==> config.mk <==
export PLATFORM = sky130hd
export DESIGN_NAME = cas_ram
export DESIGN_NICKNAME = d
export VERILOG_FILES = /design/src/hw/rtl/cas_ram.sv
export SDC_FILE = /design/constraint.sdc
export NUM_CORES = 2
export LEC_CHECK = 0
export BUFFER_PORTS_ARGS = -buffer_cell sky130_fd_sc_hd__buf_2
export CAP_MARGIN = 0
export CELL_PAD_IN_SITES_DETAIL_PLACEMENT = 1
export CELL_PAD_IN_SITES_GLOBAL_PLACEMENT = 1
export CORE_ASPECT_RATIO = 0.6
export CORE_UTILIZATION = 35
export DETAILED_ROUTE_END_ITERATION = 8
export PLACE_DENSITY_LB_ADDON = 0.1
export SETUP_SLACK_MARGIN = 0.1
export SLEW_MARGIN = 20
export SYNTH_ARGS = -nofsm -noshare
export SYNTH_HDL_FRONTEND = slang
export SYNTH_SLANG_ARGS = --single-unit
==> constraint.sdc <==
create_clock -name i_clk -period 8.5 [get_ports i_clk]
set_input_delay 0.85 -clock i_clk [delete_from_list [all_inputs] [get_ports i_clk]]
set_output_delay 0.85 -clock i_clk [all_outputs]
set_load 0.02 [all_outputs]
==> src/hw/rtl/cas_ram.sv <==
// ----------------------------------------------------------------------------
// cas_ram
// Simple dual-port RAM: one write port, one read port, registered read data.
// ----------------------------------------------------------------------------
module cas_ram #(
    parameter int WIDTH = 64,
    parameter int DEPTH = 64
) (
    input  logic                     i_clk,
    input  logic                     i_we,
    input  logic [$clog2(DEPTH)-1:0] i_waddr,
    input  logic [WIDTH-1:0]         i_wdata,
    input  logic [$clog2(DEPTH)-1:0] i_raddr,
    output logic [WIDTH-1:0]         o_rdata
);

    logic [WIDTH-1:0] r_mem [DEPTH];
    logic [WIDTH-1:0] r_rdata;

    // Write port
    always_ff @(posedge i_clk) begin
        if (i_we) begin
            r_mem[i_waddr] <= i_wdata;
        end
    end

    // Registered read port
    always_ff @(posedge i_clk) begin
        r_rdata <= r_mem[i_raddr];
    end

    assign o_rdata = r_rdata;

endmodule

* Word-level counts from Yosys, hierarchy flattened
Memories as Yosys holds them, arrays and structs flattened. A register that Yosys moved wholly into a read port is not among the register bits.
Index checks and enable logic that the tools add are counted.
** Cells by class
- $add $sub $neg :: 0
- Multiply operators :: 0
- Divide/modulo/power cells :: 0
- $lt $le $gt $ge :: 0
- Equality and inequality tests :: 0
- Shift-type cells :: 0
- Muxes and demuxes :: 2
- Bitwise operators :: 0
- Reductions and logical operators :: 0
** Operator list (count)
- $mux W1 :: 2
** Storage, ports and cells
- Register bits after elaboration :: 0
- Bits in latches :: 0
- Memory bits (writable) :: 4096
- ROM bits :: 0
- Input port bits :: 78
- Output and inout port bits :: 64
- Word-level logic and storage cells :: 3
- Memories :: 1
** Memories
- r_mem :: words 64, width 64, rd ports 1, clocked after Yosys merged registers in 1, write ports 1, RTL line 17 : logic [WIDTH-1:0] r_mem [DEPTH];

* Longest topological paths before layout
- Depth in word-level cells :: 2
- Depth in mapped cells :: 9
- Depth with buffers taken out :: 5

* Worst setup path after synthesis
OpenSTA, ideal clock, no wires.
- Path kind :: input to register
- Start :: in i_waddr[3]
- End :: mem r_mem[48][0], enable pin
- Library setup time :: 0.564 ns
- Arrival :: 5.722 ns
- Required time :: 7.936 ns
- Setup slack :: 2.214 ns
- Cell stages on the path :: 4
- Path buffers :: 1
- Path through :: clkbuf_1 -> nor2b_1 -> nand4b_1 -> nor3_1
** RTL lines
- start: declaration :: RTL line 11 : input logic [$clog2(DEPTH)-1:0] i_waddr,
- end: declaration :: RTL line 17
Straight into the memory's write port.

==> out/metrics.yaml <==
outcome:
  status: "finished, final reports clean"
clocking:
  cts_hold_buf: 0
  h-tree-depth: 5
  clockBufferDepth: 4
  cts_tree: "done"
  clockRootBuffer: "clkbuf_16"
  ctsResizeCount: 0
  clkLatencyLatePin_ns: 0.97
  clock-sinks: 4160
  clk_pin_slew_worst_paths_ns: 0.06
  post-cts-setup-buffers: 0
  cts_buffers: 404
route:
  drc: 0
  drtIter0Drc: 9464
  routedWlPerCell_um: 38.9
  top_layer: "met5"
  ant_nets: 0
  dr.pass1.iters: 5
  vias: 75900
  drt_wl_total_mm: 516
  via_per_inst: 5.72
  met2_length_mm: 221
  dr_wl_met3_mm: 41.5
  wl_met1_mm: 241
final_layout:
  final_cell_mix: "edfxtp_1, mux4_2, clkbuf_16"
  final_common_cell: "edfxtp_1"
  fin_cells: 13300
  final_cell_area_um2: 179000
  seqCellArea_um2: 124000
  nFillCells: 40700
  drive_gt1_frac: 0.284
  multi_input_area_um2: 30800
  final_net_count: 7096
  area_delta_synth_final_pct: 14.4
sta:
  max_freq_mhz: 268
  rsz0062_at_grt: "no"
  fin_tns_setup_ns: 0
  worstMarginPinSlew_ns: 1.20
  slew_headroom: 0.201
  hold_viol_final: 0
  final_max_slew_viol_count: 0
  clock_skew_ns: 0.0543
  timing.hold.ws_ns: 0.317
  min_period_ns: 3.74
  finalSetupViolations: 0
  period_share: 0.440
pwr:
  totalPowerFinal_mw: 43.1
  power_frac_seq: 0.530
  p_sw_mw: 9.45
  power_density_nw_per_um2: 241
  p_int_mw: 33.7
  ir_drop_mv: 0.169
  switching_share: 0.219
  pwr-share-comb: 0.049
  leakagePower_nw: 55.0
  power.share.clock: 0.421
floorplanning:
  die_w_um: 865
  num_io_pins: 142
  die-area_um2: 449000
  die_h_um: 520
  start_util: 0.353
  rows: 189
  core_area_um2: 443000
placed_design:
  place_area_um2: 166000
  placed_cells: 12500
  dp_hpwl_mm: 283
  numPortBuffers: 141
  place_congestion: 0.744
synthesis:
  mappedNetlistNets: 6676
  ys_ff_latch: 4160
  synth_edf_count: 4096
  avgSynthCellArea_um2: 23.7
  synthFlopType: "edfxtp_1"
  yosys_warnings: 0
  synth_seq_area_share: 0.795
  synth_area_um2: 156000
  async_reset_ff_frac: 0
  synth_area_leader_cell: "edfxtp_1"
  synth_cells: 6598
  synth_top_area_share: 0.787
  synth_cell_types: 33
  yosys-top-cells-area: "edfxtp_1, mux4_2, mux2i_1, dfxtp_1, a22oi_1"
critical_path:
  cp_common_cell: "buf_4"
  ff2ff_path_depth: 5
  cp.required_ns: 9.29
  max_stage_delay_ns: 0.71
  r2r_end: "o_rdata[54]"
  slowest_stage: "buf_4"
  path_class: "in -> reg"
  cp_max_fo: 67
  cp_cell_sequence: "buf_8 > buf_4 > buf_4 > mux4_2 > a22o_1 > nor2_1 > a211oi_1"
  r2r_start: "r_mem[46][54]"
  r2r_setup_slack_ns: 6.07
  end_kind: "flip-flop"
  cp-start-kind: "primary input"
  cp_data_arrival_time_ns: 4.53
grt:
  grt_remaining_overflow: 0
  grt_usage: 0.225
  grt_antenna_before_repair: 77
  grt_start_max_net_pins: 94
  grt_pass1_vias: 77100
  grt_pass1_wl_mm: 690
min_path:
  hold_path.class: "in -> reg"
  min_path_cells: 1
  hold_end: "r_mem[8][37]"
  worstHoldStart: "i_wdata[37]"
run:
  maxCapViolCount: 0
routing by layer:
| metal | up-vias | global-route usage |
|---|---|---|
| li1 | 29400 | - |
| met1 | 42900 | 0.348 |
| met2 | 2964 | 0.325 |
| met3 | 648 | 0.0528 |
| met4 | 22 | 0.0484 |
| met5 | - | 0 |
cell usage after synthesis (2+ instances only):
library cell  instances
nand3b_1              2
a41oi_1              26
buf_6                 6
a31oi_1              18
and2_1                3
dfxtp_1              64
buf_4                34
a22o_1               88
a22oi_1             168
mux4_2             1024
and3_1               64
nand4_1               2
or3_1                29
edfxtp_1           4096
o22ai_1              83
or2_2                28
clkbuf_1            140
buf_2               170
nor2_1              112
nand2b_1             11
inv_1                19
nand3_1              45
nor3_1                2
mux2i_1             135
nor2b_1              28
a211oi_1             63
o221ai_1             38
a2bb2oi_1            19
buf_1                20
nand2_1              58
sequential cells by signal, indices dropped and copies added, names as in the netlist:
name and cells:
o_rdata 64, r_mem 4096
cell families (layout without fill, tap and decap cells):
| kind of cell | count (synthesis) | in the layout | synth area share |
|---|---|---|---|
| buffers and inverters | 389 | 1130 | 0.0118 |
| muxes | 1159 | 1159 | 0.156 |
| AOI/OAI and AO/OA | 504 | 504 | 0.0248 |
| DFF | 4160 | 4160 | 0.795 |
| other | 0 | 16 | 0 |
| and+or+nand+nor | 386 | 386 | 0.0124 |
power groups by stage:
stage	Combinational, mW	Clock (mW)	Sequential [mW]
after floorplan	1.06	0	23.2
final	2.13	18.2	22.9
after detailed placement	2.16	0	23.3
after global placement	2.13	0	23.3
after global routing	2.26	19.2	22.9
after CTS	2.16	18.6	22.9
area by class of cell:
class                   instances  share of cell area
clock inverters               241              0.0128
clock buffers                 486              0.0598
well taps                    5921              0.0414
multi-input cells            2049               0.172
inverters                      19            0.000399
repair buffers                384              0.0182
diodes                         16            0.000224
flip-flops and latches       4160               0.695
stage by stage:
| stage | setup slack [ns] | utilization |
|---|---|---|
| after floorplan | 2.21 | - |
| after global placement | 3.74 | 0.373 |
| after detailed placement | 3.74 | 0.374 |
| after CTS | 4.78 | 0.403 |
| after global routing | 4.59 | 0.403 |
| final | 4.76 | 0.404 |
how the worst max path moves through the flow:
stage | from | to | slack, ns | depth (start not counted)
after floorplan | i_waddr[3] | r_mem[48][0] | 2.21 | 4
after global placement | i_raddr[1] | o_rdata[33] | 3.74 | 7
after detailed placement | i_raddr[1] | o_rdata[33] | 3.74 | 7
after CTS | i_raddr[0] | o_rdata[47] | 4.78 | 8
after global routing | i_raddr[0] | o_rdata[53] | 4.59 | 7
final | i_raddr[1] | o_rdata[33] | 4.76 | 7
worst max-delay path, delay by kind of cell:
| kind | cells | cell delay [ns] |
|---|---|---|
| buffers and inverters | 3 | 2.02 |
| and+or+nand+nor | 1 | 0.66 |
| AOI/OAI and AO/OA | 2 | 0.41 |
| muxes | 1 | 0.40 |
Power figures use the tool's default switching activity.
